**src/hdl/pms_pkg.sv**
```systemverilog
// ----------------------------------------------------------------------------
// pms_pkg
// Shared types, widths and constants of the PID motor speed PWM controller.
// ----------------------------------------------------------------------------
package pms_pkg;

	// field widths
	localparam int SPEED_W = 16;
	localparam int GAIN_W  = 16;
	localparam int ERR_W   = SPEED_W + 1;
	localparam int DERR_W  = ERR_W + 1;
	localparam int SUM_W   = 32;
	localparam int PWM_W   = 9;
	localparam int FRAC_W  = 8;

	// product and accumulator widths
	localparam int P_ERR_W  = ERR_W + GAIN_W;
	localparam int P_DERR_W = DERR_W + GAIN_W;
	localparam int P_SUM_W  = SUM_W + GAIN_W;
	localparam int PID_W    = P_SUM_W + 2;
	localparam int PM_W     = PWM_W + SPEED_W;
	localparam int QX_W     = SPEED_W + 1;

	// integral saturation limits
	localparam logic signed [SUM_W-1:0] SUM_MAX = {1'b0, {(SUM_W-1){1'b1}}};
	localparam logic signed [SUM_W-1:0] SUM_MIN = {1'b1, {(SUM_W-1){1'b0}}};

	// largest PWM magnitude
	localparam logic [PWM_W-2:0] PWM_MAG_MAX = {(PWM_W-1){1'b1}};

	// register reset values
	localparam logic signed [GAIN_W-1:0] GAIN_P_RST    = 16'sd128;
	localparam logic signed [GAIN_W-1:0] GAIN_I_RST    = 16'sd0;
	localparam logic signed [GAIN_W-1:0] GAIN_D_RST    = 16'sd0;
	localparam logic [SPEED_W-1:0]       MAX_SPEED_RST = 16'd100;

	// configuration register indexes
	typedef enum logic [1:0] {
		REG_GAIN_P    = 2'd0,
		REG_GAIN_I    = 2'd1,
		REG_GAIN_D    = 2'd2,
		REG_MAX_SPEED = 2'd3
	} reg_idx_t;

	typedef struct packed {
		logic signed [SPEED_W-1:0] target_speed;
		logic signed [SPEED_W-1:0] measured_speed;
	} in_item_t;

	typedef struct packed {
		logic signed [PWM_W-1:0] pwm_out;
	} out_item_t;

	typedef struct packed {
		reg_idx_t          index;
		logic [GAIN_W-1:0] value;
	} cfg_item_t;

endpackage

```
**src/hdl/pms_stream_if.sv**
```systemverilog
// ----------------------------------------------------------------------------
// pms_stream_if
// Valid/ready channel carrying one payload per transaction.
// ----------------------------------------------------------------------------
interface pms_stream_if #(
	parameter type payload_t = logic
);
	logic     valid;
	logic     ready;
	payload_t data;

	modport source (output valid, output data, input ready);
	modport sink   (input valid, input data, output ready);
endinterface

```
**src/hdl/pms_serial_mul.sv**
```systemverilog
// ----------------------------------------------------------------------------
// pms_serial_mul
// Shift-add multiplier, one multiplier bit per cycle, optional signed
// multiplier (top bit weighted negative).
// ----------------------------------------------------------------------------
module pms_serial_mul #(
	parameter int A_W      = 16,
	parameter int B_W      = 16,
	parameter int P_W      = 32,
	parameter bit B_SIGNED = 1'b1
) (
	input  logic                  clk,
	input  logic                  arst_n,
	input  logic                  start,
	input  logic signed [A_W-1:0] mcand,
	input  logic [B_W-1:0]        mplier,
	output logic                  busy,
	output logic signed [P_W-1:0] product
);

	localparam int CNT_W = (B_W > 1) ? $clog2(B_W) : 1;
	localparam logic [CNT_W-1:0] LAST = CNT_W'(B_W - 1);

	logic                  busy_q;
	logic [CNT_W-1:0]      cnt_q;
	logic signed [P_W-1:0] acc_q;
	logic signed [P_W-1:0] mcand_q;
	logic [B_W-1:0]        mplier_q;
	logic                  last;
	logic signed [P_W-1:0] acc_next;

	assign last = (cnt_q == LAST);

	// add the shifted multiplicand for a set bit, subtract for a signed top bit
	always_comb begin
		acc_next = acc_q;
		if (mplier_q[0]) begin
			if (B_SIGNED && last) begin
				acc_next = acc_q - mcand_q;
			end else begin
				acc_next = acc_q + mcand_q;
			end
		end
	end

	// step control
	always_ff @(posedge clk or negedge arst_n) begin
		if (!arst_n) begin
			busy_q <= 1'b0;
			cnt_q  <= '0;
		end else if (start) begin
			busy_q <= 1'b1;
			cnt_q  <= '0;
		end else if (busy_q) begin
			cnt_q <= cnt_q + 1'b1;
			if (last) begin
				busy_q <= 1'b0;
			end
		end
	end

	// operand shifters and accumulator
	always_ff @(posedge clk) begin
		if (start) begin
			acc_q    <= '0;
			mcand_q  <= P_W'(mcand);
			mplier_q <= mplier;
		end else if (busy_q) begin
			acc_q    <= acc_next;
			mcand_q  <= mcand_q <<< 1;
			mplier_q <= mplier_q >> 1;
		end
	end

	assign busy    = busy_q;
	assign product = acc_q;

endmodule

```
**src/hdl/pms_serial_div.sv**
```systemverilog
// ----------------------------------------------------------------------------
// pms_serial_div
// Restoring divider, one quotient bit per cycle. The dividend must be below
// divisor * 2**Q_W, so only Q_W steps are needed.
// ----------------------------------------------------------------------------
module pms_serial_div #(
	parameter int Q_W = 8,
	parameter int D_W = 16
) (
	input  logic               clk,
	input  logic               arst_n,
	input  logic               start,
	input  logic [D_W+Q_W-1:0] dividend,
	input  logic [D_W-1:0]     divisor,
	output logic               busy,
	output logic [Q_W-1:0]     quotient
);

	localparam int CNT_W = (Q_W > 1) ? $clog2(Q_W) : 1;
	localparam logic [CNT_W-1:0] LAST = CNT_W'(Q_W - 1);

	logic             busy_q;
	logic [CNT_W-1:0] cnt_q;
	logic [D_W-1:0]   rem_q;
	logic [Q_W-1:0]   quo_q;
	logic [D_W:0]     part;
	logic [D_W:0]     trial;
	logic             fits;
	logic [Q_W:0]     quo_next;

	// next partial remainder: bring down one dividend bit, try a subtract
	assign part     = {rem_q, quo_q[Q_W-1]};
	assign trial    = part - {1'b0, divisor};
	assign fits     = (part >= {1'b0, divisor});
	assign quo_next = {quo_q, fits};

	// step control
	always_ff @(posedge clk or negedge arst_n) begin
		if (!arst_n) begin
			busy_q <= 1'b0;
			cnt_q  <= '0;
		end else if (start) begin
			busy_q <= 1'b1;
			cnt_q  <= '0;
		end else if (busy_q) begin
			cnt_q <= cnt_q + 1'b1;
			if (cnt_q == LAST) begin
				busy_q <= 1'b0;
			end
		end
	end

	// remainder and dividend/quotient shift register
	always_ff @(posedge clk) begin
		if (start) begin
			rem_q <= dividend[Q_W +: D_W];
			quo_q <= dividend[Q_W-1:0];
		end else if (busy_q) begin
			rem_q <= fits ? trial[D_W-1:0] : part[D_W-1:0];
			quo_q <= quo_next[Q_W-1:0];
		end
	end

	assign busy     = busy_q;
	assign quotient = quo_q;

endmodule

```
**src/hdl/pid_motor_speed_pwm.sv**
```systemverilog
// ----------------------------------------------------------------------------
// pid_motor_speed_pwm
// Positional PID speed controller producing a signed PWM duty value.
// ----------------------------------------------------------------------------
// Usage:
//   sample : one transaction per control tick (target and measured rpm).
//   result : one transaction per tick, the new signed PWM duty.
//   cfg    : register writes (gains in Q8.8, max_speed); always ready,
//            write only while no tick is in flight.
// Sequence (FS_W = bits of PWM_FULL_SCALE, 8 for the default):
//   each sample goes through two 16-step bit-serial multiply passes
//   (gains, then full-scale/max_speed scaling) and an FS_W-step divider;
//   the next sample is taken only once the result has been loaded into
//   the output register.
// Reset: gains 0.5/0/0, max_speed 100, integral, last error and last PWM
//   cleared; ready for a sample right after reset.
// Stall: the result sits in an output register, so the next sample is
//   accepted while it waits; a second finished result waits in the divider
//   stage until the register frees up.
// ----------------------------------------------------------------------------
module pid_motor_speed_pwm #(
	parameter int PWM_FULL_SCALE = 255
) (
	input logic         clk,
	input logic         arst_n,
	pms_stream_if.sink  cfg,
	pms_stream_if.sink  sample,
	pms_stream_if.source result
);

	localparam int FS_W   = $clog2(PWM_FULL_SCALE + 1);
	localparam int S_W    = pms_pkg::PID_W + FS_W + 1;
	localparam int LIM_W  = pms_pkg::SPEED_W + 1 + FS_W;
	localparam int DV_W   = pms_pkg::SPEED_W + FS_W;
	localparam logic [FS_W-1:0] FS_VAL = FS_W'(PWM_FULL_SCALE);

	typedef enum logic [7:0] {
		ST_IDLE  = 8'b0000_0001,
		ST_LOAD1 = 8'b0000_0010,
		ST_MUL1  = 8'b0000_0100,
		ST_ADD   = 8'b0000_1000,
		ST_MUL2  = 8'b0001_0000,
		ST_CLAMP = 8'b0010_0000,
		ST_SAT   = 8'b0100_0000,
		ST_DIV   = 8'b1000_0000
	} state_t;

	state_t state_q, state_next;

	// configuration registers
	logic signed [pms_pkg::GAIN_W-1:0] gain_p_q, gain_i_q, gain_d_q;
	logic [pms_pkg::SPEED_W-1:0]       max_speed_q;

	// controller state
	logic signed [pms_pkg::ERR_W-1:0] prev_err_q;
	logic signed [pms_pkg::SUM_W-1:0] error_sum_q;
	logic signed [pms_pkg::PWM_W-1:0] prev_pwm_q;

	// per-tick working registers
	logic signed [pms_pkg::ERR_W-1:0]  err_q;
	logic signed [pms_pkg::DERR_W-1:0] derr_q;
	logic signed [S_W-1:0]             s_q;
	logic                              neg_q;
	logic                              out_valid_q;
	pms_pkg::out_item_t                out_q;

	// combinational
	logic                              accept;
	logic signed [pms_pkg::ERR_W-1:0]  err_c;
	logic signed [pms_pkg::DERR_W-1:0] derr_c;
	logic signed [pms_pkg::SUM_W:0]    sum_c;
	logic signed [pms_pkg::SUM_W-1:0]  sum_sat;
	logic signed [pms_pkg::PID_W-1:0]  pid_c;
	logic signed [S_W-1:0]             pm_ext, s_sum, lim_ext, mag;
	logic                              neg_c;
	logic [DV_W-1:0]                   dividend;
	logic [pms_pkg::QX_W-1:0]          q_ext;
	logic [pms_pkg::PWM_W-2:0]         mag8;
	logic [pms_pkg::PWM_W-1:0]         pwm_pos;
	logic signed [pms_pkg::PWM_W-1:0]  pwm_next;
	logic                              out_load;
	logic                              start1, start2, start_div;

	// unit results
	logic                                busy_p, busy_i, busy_d, busy_pf, busy_mf, busy_pm;
	logic                                div_busy;
	logic signed [pms_pkg::P_ERR_W-1:0]  prod_p;
	logic signed [pms_pkg::P_SUM_W-1:0]  prod_i;
	logic signed [pms_pkg::P_DERR_W-1:0] prod_d;
	logic signed [S_W-1:0]               prod_pf;
	logic signed [LIM_W-1:0]             prod_mf;
	logic signed [pms_pkg::PM_W-1:0]     prod_pm;
	logic [FS_W-1:0]                     div_quot;

	assign accept    = sample.valid && sample.ready;
	assign start1    = (state_q == ST_LOAD1);
	assign start2    = (state_q == ST_ADD);
	assign start_div = (state_q == ST_SAT);
	assign out_load  = (state_q == ST_DIV) && !div_busy && (!out_valid_q || result.ready);

	// error, derivative difference and saturating integral
	always_comb begin
		err_c  = pms_pkg::ERR_W'(sample.data.target_speed)
			- pms_pkg::ERR_W'(sample.data.measured_speed);
		derr_c = pms_pkg::DERR_W'(err_c) - pms_pkg::DERR_W'(prev_err_q);
		sum_c  = (pms_pkg::SUM_W+1)'(error_sum_q) + (pms_pkg::SUM_W+1)'(err_c);
		if (sum_c[pms_pkg::SUM_W] != sum_c[pms_pkg::SUM_W-1]) begin
			sum_sat = sum_c[pms_pkg::SUM_W] ? pms_pkg::SUM_MIN : pms_pkg::SUM_MAX;
		end else begin
			sum_sat = sum_c[pms_pkg::SUM_W-1:0];
		end
	end

	// Q8.8 PID sum of the three gain products
	assign pid_c = pms_pkg::PID_W'(prod_p) + pms_pkg::PID_W'(prod_d)
		+ pms_pkg::PID_W'(prod_i);

	// previous PWM in rpm (x256 x full scale) plus the correction; clamp limit
	assign pm_ext  = S_W'(prod_pm);
	assign s_sum   = prod_pf + (pm_ext <<< pms_pkg::FRAC_W);
	assign lim_ext = S_W'(prod_mf) <<< pms_pkg::FRAC_W;

	// clamp to +/- limit and split into sign and magnitude
	always_comb begin
		if (s_q > lim_ext) begin
			mag   = lim_ext;
			neg_c = 1'b0;
		end else if (s_q < -lim_ext) begin
			mag   = lim_ext;
			neg_c = 1'b1;
		end else if (s_q < 0) begin
			mag   = -s_q;
			neg_c = 1'b1;
		end else begin
			mag   = s_q;
			neg_c = 1'b0;
		end
	end

	assign dividend = mag[pms_pkg::FRAC_W +: DV_W];

	// quotient to signed PWM, saturated to the output range
	always_comb begin
		q_ext = pms_pkg::QX_W'(div_quot);
		if (max_speed_q == '0) begin
			mag8 = '0;
		end else if (q_ext > pms_pkg::QX_W'(pms_pkg::PWM_MAG_MAX)) begin
			mag8 = pms_pkg::PWM_MAG_MAX;
		end else begin
			mag8 = q_ext[pms_pkg::PWM_W-2:0];
		end
		pwm_pos  = {1'b0, mag8};
		pwm_next = neg_q ? signed'(pms_pkg::PWM_W'(0) - pwm_pos) : signed'(pwm_pos);
	end

	// sequencer
	always_comb begin
		state_next = state_q;
		case (state_q)
			ST_IDLE: begin
				if (sample.valid) begin
					state_next = ST_LOAD1;
				end
			end
			ST_LOAD1: state_next = ST_MUL1;
			ST_MUL1: begin
				if (!(busy_p || busy_i || busy_d)) begin
					state_next = ST_ADD;
				end
			end
			ST_ADD: state_next = ST_MUL2;
			ST_MUL2: begin
				if (!(busy_pf || busy_mf || busy_pm)) begin
					state_next = ST_CLAMP;
				end
			end
			ST_CLAMP: state_next = ST_SAT;
			ST_SAT: state_next = ST_DIV;
			ST_DIV: begin
				if (out_load) begin
					state_next = ST_IDLE;
				end
			end
			default: state_next = ST_IDLE;
		endcase
	end

	// control state, configuration and controller state
	always_ff @(posedge clk or negedge arst_n) begin
		if (!arst_n) begin
			state_q     <= ST_IDLE;
			gain_p_q    <= pms_pkg::GAIN_P_RST;
			gain_i_q    <= pms_pkg::GAIN_I_RST;
			gain_d_q    <= pms_pkg::GAIN_D_RST;
			max_speed_q <= pms_pkg::MAX_SPEED_RST;
			prev_err_q  <= '0;
			error_sum_q <= '0;
			prev_pwm_q  <= '0;
			out_valid_q <= 1'b0;
		end else begin
			state_q <= state_next;
			if (cfg.valid) begin
				case (cfg.data.index)
					pms_pkg::REG_GAIN_P:    gain_p_q    <= cfg.data.value;
					pms_pkg::REG_GAIN_I:    gain_i_q    <= cfg.data.value;
					pms_pkg::REG_GAIN_D:    gain_d_q    <= cfg.data.value;
					pms_pkg::REG_MAX_SPEED: max_speed_q <= cfg.data.value;
					default: ;
				endcase
			end
			if (accept) begin
				prev_err_q  <= err_c;
				error_sum_q <= sum_sat;
			end
			if (out_load) begin
				prev_pwm_q  <= pwm_next;
				out_valid_q <= 1'b1;
			end else if (result.ready) begin
				out_valid_q <= 1'b0;
			end
		end
	end

	// working registers
	always_ff @(posedge clk) begin
		if (accept) begin
			err_q  <= err_c;
			derr_q <= derr_c;
		end
		if (state_q == ST_CLAMP) begin
			s_q <= s_sum;
		end
		if (state_q == ST_SAT) begin
			neg_q <= neg_c;
		end
		if (out_load) begin
			out_q.pwm_out <= pwm_next;
		end
	end

	// first pass: the three gain products
	pms_serial_mul #(
		.A_W(pms_pkg::ERR_W), .B_W(pms_pkg::GAIN_W), .P_W(pms_pkg::P_ERR_W), .B_SIGNED(1'b1)
	) u_mul_p (
		.clk, .arst_n, .start(start1), .mcand(err_q), .mplier(gain_p_q),
		.busy(busy_p), .product(prod_p)
	);

	pms_serial_mul #(
		.A_W(pms_pkg::DERR_W), .B_W(pms_pkg::GAIN_W), .P_W(pms_pkg::P_DERR_W),
		.B_SIGNED(1'b1)
	) u_mul_d (
		.clk, .arst_n, .start(start1), .mcand(derr_q), .mplier(gain_d_q),
		.busy(busy_d), .product(prod_d)
	);

	pms_serial_mul #(
		.A_W(pms_pkg::SUM_W), .B_W(pms_pkg::GAIN_W), .P_W(pms_pkg::P_SUM_W), .B_SIGNED(1'b1)
	) u_mul_i (
		.clk, .arst_n, .start(start1), .mcand(error_sum_q), .mplier(gain_i_q),
		.busy(busy_i), .product(prod_i)
	);

	// second pass: scale the correction, the limit and the previous PWM
	pms_serial_mul #(
		.A_W(pms_pkg::PID_W), .B_W(FS_W), .P_W(S_W), .B_SIGNED(1'b0)
	) u_mul_pf (
		.clk, .arst_n, .start(start2), .mcand(pid_c), .mplier(FS_VAL),
		.busy(busy_pf), .product(prod_pf)
	);

	pms_serial_mul #(
		.A_W(pms_pkg::SPEED_W + 1), .B_W(FS_W), .P_W(LIM_W), .B_SIGNED(1'b0)
	) u_mul_mf (
		.clk, .arst_n, .start(start2), .mcand(signed'({1'b0, max_speed_q})),
		.mplier(FS_VAL), .busy(busy_mf), .product(prod_mf)
	);

	pms_serial_mul #(
		.A_W(pms_pkg::PWM_W), .B_W(pms_pkg::SPEED_W), .P_W(pms_pkg::PM_W), .B_SIGNED(1'b0)
	) u_mul_pm (
		.clk, .arst_n, .start(start2), .mcand(prev_pwm_q), .mplier(max_speed_q),
		.busy(busy_pm), .product(prod_pm)
	);

	// rescale to PWM: |s| / (256 * max_speed)
	pms_serial_div #(
		.Q_W(FS_W), .D_W(pms_pkg::SPEED_W)
	) u_div (
		.clk, .arst_n, .start(start_div), .dividend(dividend), .divisor(max_speed_q),
		.busy(div_busy), .quotient(div_quot)
	);

	assign cfg.ready    = 1'b1;
	assign sample.ready = (state_q == ST_IDLE);
	assign result.valid = out_valid_q;
	assign result.data  = out_q;

endmodule

```
**src/flat_wrapper.sv**
```systemverilog
// flat-port wrapper written by rule: the top's interface ports become plain ports
module pid_motor_speed_pwm_flat import pms_pkg::*;
#(
	parameter int PWM_FULL_SCALE = 255
)
  (clk, arst_n, cfg_valid, cfg_data, cfg_ready, sample_valid, sample_data, sample_ready, result_valid, result_data, result_ready);
  pms_stream_if #(.payload_t(cfg_item_t)) cfg_i ();
  pms_stream_if #(.payload_t(in_item_t)) sample_i ();
  pms_stream_if #(.payload_t(out_item_t)) result_i ();
  input logic clk;
  input logic arst_n;
  input wire logic [$bits(cfg_i.valid)-1:0] cfg_valid;
  input wire logic [$bits(cfg_i.data)-1:0] cfg_data;
  output wire logic [$bits(cfg_i.ready)-1:0] cfg_ready;
  input wire logic [$bits(sample_i.valid)-1:0] sample_valid;
  input wire logic [$bits(sample_i.data)-1:0] sample_data;
  output wire logic [$bits(sample_i.ready)-1:0] sample_ready;
  output wire logic [$bits(result_i.valid)-1:0] result_valid;
  output wire logic [$bits(result_i.data)-1:0] result_data;
  input wire logic [$bits(result_i.ready)-1:0] result_ready;
  assign cfg_i.valid = cfg_valid;
  assign cfg_i.data = cfg_data;
  assign cfg_ready = cfg_i.ready;
  assign sample_i.valid = sample_valid;
  assign sample_i.data = sample_data;
  assign sample_ready = sample_i.ready;
  assign result_valid = result_i.valid;
  assign result_data = result_i.data;
  assign result_i.ready = result_ready;
  pid_motor_speed_pwm #(.PWM_FULL_SCALE(PWM_FULL_SCALE)) u_core (.clk(clk), .arst_n(arst_n), .cfg(cfg_i), .sample(sample_i), .result(result_i));
endmodule
```
**config.mk**
```make
export PLATFORM = sky130hd
export DESIGN_NAME = pid_motor_speed_pwm_flat
export DESIGN_NICKNAME = d
export VERILOG_FILES = /design/src/hdl/pms_pkg.sv /design/src/hdl/pms_stream_if.sv /design/src/hdl/pms_serial_mul.sv /design/src/hdl/pms_serial_div.sv /design/src/hdl/pid_motor_speed_pwm.sv /design/src/flat_wrapper.sv
export SDC_FILE = /design/constraint.sdc
export NUM_CORES = 2
export LEC_CHECK = 0
export BUFFER_PORTS_ARGS = -buffer_cell sky130_fd_sc_hd__buf_2
export CORE_UTILIZATION = 50
export CTS_CLUSTER_SIZE = 25
export DETAILED_ROUTE_END_ITERATION = 10
export PLACE_DENSITY = 0.65
export SLEW_MARGIN = 20
export SYNTH_ARGS = -nofsm -noshare
export SYNTH_HDL_FRONTEND = slang
export SYNTH_SLANG_ARGS = --single-unit
```
**constraint.sdc**
```tcl
create_clock -name clk -period 12.3 [get_ports clk]
set_input_delay 0.615 -clock clk [delete_from_list [all_inputs] [get_ports clk]]
set_output_delay 0.615 -clock clk [all_outputs]
set_load 0.02 [all_outputs]
```
## After elaboration in Yosys (flattened, before gate mapping)

Cells that the tools add are included.

- Register bits: 819
- Input bits: 55
- Output and inout bits: 12
- Word-level logic and storage cells: 212

- Add/subtract/negate cells: 26
- $lt $le $gt $ge: 4
- Equal/unequal tests: 23
- Multiplexer cells: 79
- Reduce and logical (&&, ||, !) cells: 31

Operators with widths:

| cell | count |
|---|---|
| 2-to-1 mux 16 bit | 13 |
| 2-to-1 mux 32 bit | 5 |
| 2-to-1 mux 48 bit | 3 |
| 2-to-1 mux 59 bit | 2 |
| 2-to-1 mux 34 bit | 3 |
| 2-to-1 mux 33 bit | 3 |
| case mux 8 bit (8 select lines) | 1 |
| adder 59 x 33 -> 59 bit | 1 |
| adder 59 bit | 1 |
| > comparator 59 x 33 -> 1 bit | 1 |
| less-than comparator 59 x 1 -> 1 bit (second input constant) | 1 |
| less-than comparator 59 bit | 1 |
| negator 33 -> 59 bit | 1 |
| 2-to-1 mux 8 bit | 7 |
| adder 25 bit | 2 |
| 2-to-1 mux 25 bit | 2 |
| adder 35 x 48 -> 49 bit | 1 |
| adder 48 bit | 1 |
| subtractor 48 bit | 1 |
| adder 33 x 34 -> 35 bit | 1 |
| adder 34 bit | 1 |
| subtractor 34 bit | 1 |
| adder 32 x 17 -> 33 bit | 1 |
| adder 33 bit | 1 |
| 36 further kinds | 108 |

## Logic depth before layout (Yosys ltp)

- Depth after elaboration: 5
- Gate-level depth with buffers: 26
- Depth with buffers taken out: 25

## Hierarchy

Synthesis repeated with hierarchy kept, for this count alone.

- Cells, all modules: 6,334
- Area, all modules: 59,628.4 um2

By module, submodules not included:

| module | times used | cells an instance | area each (um2) | sequential area each (um2) |
|---|---|---|---|---|
| pid_motor_speed_pwm | 1 | 2,218 | 20,983.9 | 6,407.4 |
| pms_serial_mul at u_core.u_mul_pf | 1 | 900 | 8,310.5 | 3,293.2 |
| pms_serial_mul at u_core.u_mul_i | 1 | 918 | 8,276.7 | 3,007.9 |
| pms_serial_mul at u_core.u_mul_p | 1 | 648 | 5,952.0 | 2,257.2 |
| pms_serial_mul at u_core.u_mul_d | 1 | 632 | 5,850.6 | 2,307.2 |
| pms_serial_mul at u_core.u_mul_pm | 1 | 406 | 4,082.7 | 1,856.8 |
| pms_serial_mul at u_core.u_mul_mf | 1 | 355 | 3,679.8 | 1,591.5 |
| pms_serial_div | 1 | 257 | 2,492.4 | 820.8 |

## Least setup slack after synthesis

OpenSTA, ideal clock, no wires.

- Kind: input to register
- From: input sample_data[2]
- To: register u_core.error_sum_q[13] (netlist bit)
- Library setup time: 127 ps
- Arrival: 5,961 ps
- Data required time: 12,173 ps
- Slack: 6,212 ps
- Stages: 25
- Buffers on the path: 1
- Cells stage by stage: inv_1 > ha_1 > nor2b_1 > o21ai_0 > a21boi_0 > o21ai_0 > a21boi_0 > o2111ai_1 > a31oi_1 > a31oi_1 > nor2b_1 > o2bb2ai_1 > ha_1 > a21o_1 > a21oi_1 > o21bai_1 > a21oi_1 > nor2b_1 > o21ai_0 > or4b_2 > a2bb2oi_1 > clkbuf_1 > inv_1 > o21ai_0 > o21ai_0

- Cells in the longest elaborated chain, start to end: 4
- Elaborated cells on any way between the ends: 5
- Those cells by class: add/sub: 2; eq/ne: 1; mux: 2

Ends and longest elaborated chain:

| element | line | RTL |
|---|---|---|
| start: declaration | flat_wrapper.sv:16 | `input wire logic [$bits(sample_i.data)-1:0] sample_data;` |
| subtractor 16 x 16 -> 17 bit * | pid_motor_speed_pwm.sv:104 | `- pms_pkg::ERR_W'(sample.data.measured_speed);` |
| named net u_core.err_c, one bit | pid_motor_speed_pwm.sv:69 | `logic signed [pms_pkg::ERR_W-1:0] err_c;` |
| adder 32 x 17 -> 33 bit * | pid_motor_speed_pwm.sv:106 | `sum_c = (pms_pkg::SUM_W+1)'(error_sum_q) + (pms_pkg::SUM_W+1)'(err_c);` |
| 2-to-1 mux 32 bit / inequality test 1 bit (equally long branches) | pid_motor_speed_pwm.sv:108, pid_motor_speed_pwm.sv:107 |  |
| 2-to-1 mux 32 bit * | pid_motor_speed_pwm.sv:107 | `if (sum_c[pms_pkg::SUM_W] != sum_c[pms_pkg::SUM_W-1]) begin` |
| end signal: assignment | pid_motor_speed_pwm.sv:213 | `error_sum_q <= sum_sat;` |
| end: declaration | pid_motor_speed_pwm.sv:56 | `logic signed [pms_pkg::SUM_W-1:0] error_sum_q;` |

The timed path passes the listed nets; every way through them passes the cells marked *.
A chain may end at the register's enable or synchronous reset.

## Worst setup path after layout

- From: input sample_data[0]
- To: register u_core.error_sum_q[21] (netlist bit)

Same word-level chain as after synthesis.

==> results.toml <==
[detailed_routing]
via_per_inst = 5.752
drt-initial-drc-count = 2698
wire_per_inst_um = 17.82
drc_errors = 0
ant_nets = 0
drtPass1Iterations = 7
routed-via-count = 45640
wirelength_um = 141400

[synthesis]
ys_ff_latch = 819
async_flop_share = 0.1990
synthCells = 6397
yosysUniqueCellTypes = 92
ys_warn_count = 0
syn_area_um2 = 57380
synth.avg_cell_area_um2 = 8.969
synth-seq-area-share = 0.3711
synth_edf_count = 407
synth_nets = 7026
synth_ff_type = "edfxtp_1"

[global_route]
grt_pass1_wl_um = 229800
grt_overflow = 0
grt_max_degree = 134
grt_pass1_vias = 44550
grt.total_usage = 0.2408
antenna_found_initial = 2

[final_layout]
fillCellCount = 10230
nets = 6981
drive_gt1_frac = 0.06311
syn_to_final_growth_pct = 8.444

[placed_design]
io_buffers = 65
gp_congestion = 0.9461
dp_hpwl_um = 107600

[min_path]
hp-class = "primary input to flop"

[timing]
fmax_mhz = 165.9
worst_clock_skew_ns = 0.02597
tightest_slew_ns = 1.063
relSlewSlack = 0.2893
setup_viol = 0
rsz0062_at_grt = "false"
fin_crit_sh = 0.4902
hold_violations = 0
fin_tns_setup_ns = 0
period_needed_ns = 6.029
drv_slew = 0

[clock_network]
clkLatencyLatePin_ns = 0.68
cts.clk_slew.worst_paths_ns = 0.06
post_cts_resize_count = 0
cts_tree = "built"
holdBufCountCts = 1
cts_buffers = 94
htree_levels = 3
cts_sinks = 819
cts_setup_buffers = 0
clockBufferDepth = 3
clockRootBuffer = "clkbuf_16"

[run_status]
outcome = "complete, no violations"

[critical_path]
path_max_fanout = 20
critical_path_required_ns = 12.81
arrival_ns = 6.54
start_kind = "primary input"
critPathCaptureType = "flop"
criticalPathCategory = "primary input to flop"

[die]
ios = 67
start_util = 0.5072
die_h_um = 340.7
rows = 123
die_w_um = 340.7
core-area_um2 = 113100
fp.dieArea_um2 = 116100

[job]
drv_cap = 0
cells by family after synthesis:
family,count (synthesis),share of synthesized area
muxes,148,0.02743
other,1,0.00006536
DFF,819,0.3711
xor gates and xnor gates,507,0.07739
adders and majority gates,595,0.1367
and+or+nand+nor,2120,0.1669
buffers and inverters,467,0.03070
AOI/OAI and AO/OA,1740,0.1897
per-layer routing:
| layer | up-vias | GRT usage | routed length, um |
|---|---|---|---|
| met5 | - | 0 | 0 |
| li1 | 22930 | - | - |
| met3 | 256 | 0.02501 | 4915 |
| met4 | 0 | 0.07754 | 4423 |
| met2 | 843 | 0.4182 | 67910 |
| met1 | 21620 | 0.3131 | 64150 |
path summary, 6_finish.rpt:
check | start | cells past startpoint | endpoint | slack [ns]
min | sample_valid | 3 | u_core.state_q[0] | 0.24
max in group asynchronous | arst_n | 4 | u_core.u_mul_mf.busy | 9.87
max | sample_data[0] | 27 | u_core.error_sum_q[21] | 6.27
min reg2reg | u_core.u_mul_mf.mplier_q[7] | 1 | u_core.u_mul_mf.mplier_q[7] | 0.46
min in group asynchronous | arst_n | 2 | u_core.error_sum_q[29] | 0.45
max reg2reg | u_core.u_mul_mf.product[2] | 19 | u_core.u_div.rem_q[5] | 6.51
placed cells by master, fill, tap and decap left out, drive strengths merged, types with 79 or more instances in the layout:
cell type | synthesis | layout
a21oi | 510 | 510
dfxtp | 249 | 249
ha | 514 | 514
dfrtp | 158 | 158
nand3 | 112 | 112
nand4 | 79 | 79
clkbuf | 238 | 138
xnor2 | 312 | 312
buf | 21 | 117
nor3 | 97 | 97
nand2 | 1068 | 1068
nor2 | 371 | 371
edfxtp | 407 | 407
o21ai | 442 | 442
xor2 | 195 | 195
inv | 206 | 210
a21o | 317 | 317
critical path, cell delays in order:
cell and delay (ns):
buf_2 0.10, ha_1 0.21, fa_1 0.41, nor2b_1 0.12, o21ai_0 0.10, a21boi_0 0.24, o21ai_0 0.14, a21boi_0 0.33
o2111ai_1 0.18, a31oi_1 0.33, a31oi_1 0.19, nor2b_1 0.17, o2bb2ai_2 0.07, buf_4 0.21, ha_1 0.25, or3_1 0.33
a221oi_1 0.32, o31ai_1 0.15, or3_1 0.32, o21ai_1 0.25, or3_1 0.15, o211ai_1 0.16, xnor2_2 0.47, buf_4 0.30
nor2_1 0.14, o21ai_0 0.19, o21ai_0 0.09
final cells by class:
cell class	instances	area [um^2]	share of cell area
Sequential cell	819	21290	0.3422
Clock buffer	138	2773	0.04456
Clock inverter	39	361.6	0.005812
Inverter	208	780.7	0.01255
Tap cell	1500	1877	0.03016
Multi-Input combinational cell	5111	34390	0.5526
Timing Repair Buffer	118	744.5	0.01197
Antenna cell	2	5.005	0.00008044
through the flow:
| step | utilization | hold WS (ns) | instances | setup slack (ns) | area (um^2) |
|---|---|---|---|---|---|
| floorplan | - | 0.3194 | 6397 | 6.212 | 57380 |
| global placement | 0.5221 | 0.4399 | 7754 | 5.553 | 59060 |
| detailed placement | 0.5222 | 0.4450 | 7755 | 5.537 | 59060 |
| CTS | 0.5500 | 0.1909 | 7933 | 6.248 | 62210 |
| global route | 0.5501 | 0.2481 | 7935 | 5.560 | 62220 |
| finish | 0.5501 | 0.2366 | 7935 | 6.271 | 62220 |
sequential cells by signal (all words and copies together) (netlist names), 17 cells and up:
signal,count
u_core.u_mul_d.product,34
u_core.u_mul_mf.product,25
u_core.u_mul_p.mcand_q,33
u_core.u_mul_pf.mcand_q,59
u_core.u_mul_d.mcand_q,34
u_core.s_q,59
u_core.derr_q,18
u_core.u_mul_pf.product,59
u_core.error_sum_q,32
u_core.err_q,17
u_core.u_mul_pm.product,25
u_core.u_mul_mf.mcand_q,25
u_core.u_mul_i.product,48
u_core.u_mul_p.product,33
u_core.u_mul_pm.mcand_q,25
u_core.prev_err_q,17
u_core.u_mul_i.mcand_q,48
cells in the mapped netlist, types with 16 or more instances:
library cell  count  area share
a21boi_0         19      0.0025
xnor2_1         312       0.048
ha_1            514        0.11
edfxtp_1        407        0.21
nor4_1           37      0.0040
nor2_1          371       0.024
o21ai_1          28      0.0024
clkbuf_1        237       0.016
a211oi_1         67      0.0088
buf_1            19      0.0012
or3_1            47      0.0051
nand4_1          79      0.0086
nand3b_1         16      0.0021
and2_1           35      0.0038
nand2b_1         74      0.0081
o21bai_1         50      0.0065
a21oi_1         510       0.044
nor3_1           97      0.0085
nor2b_1          61      0.0067
maj3_1           21      0.0037
inv_1           205       0.013
o21ai_0         414       0.036
mux2_2           74       0.015
mux2i_1          74       0.013
o211ai_1         24      0.0031
xor2_1          195       0.030
o21a_1           57      0.0075
a21o_1          317       0.041
dfxtp_1         249       0.087
o31ai_1          41      0.0054
nand3_1         112      0.0098
or2_2            17      0.0019
a31oi_1          44      0.0048
and3_1           45      0.0049
nand2_1        1068       0.070
dfrtp_1         158       0.069
fa_1             60       0.021
o31a_1           16      0.0024
Power is not shown: default switching activity piles up to over one toggle a cycle in this logic, so the estimate is an artifact.
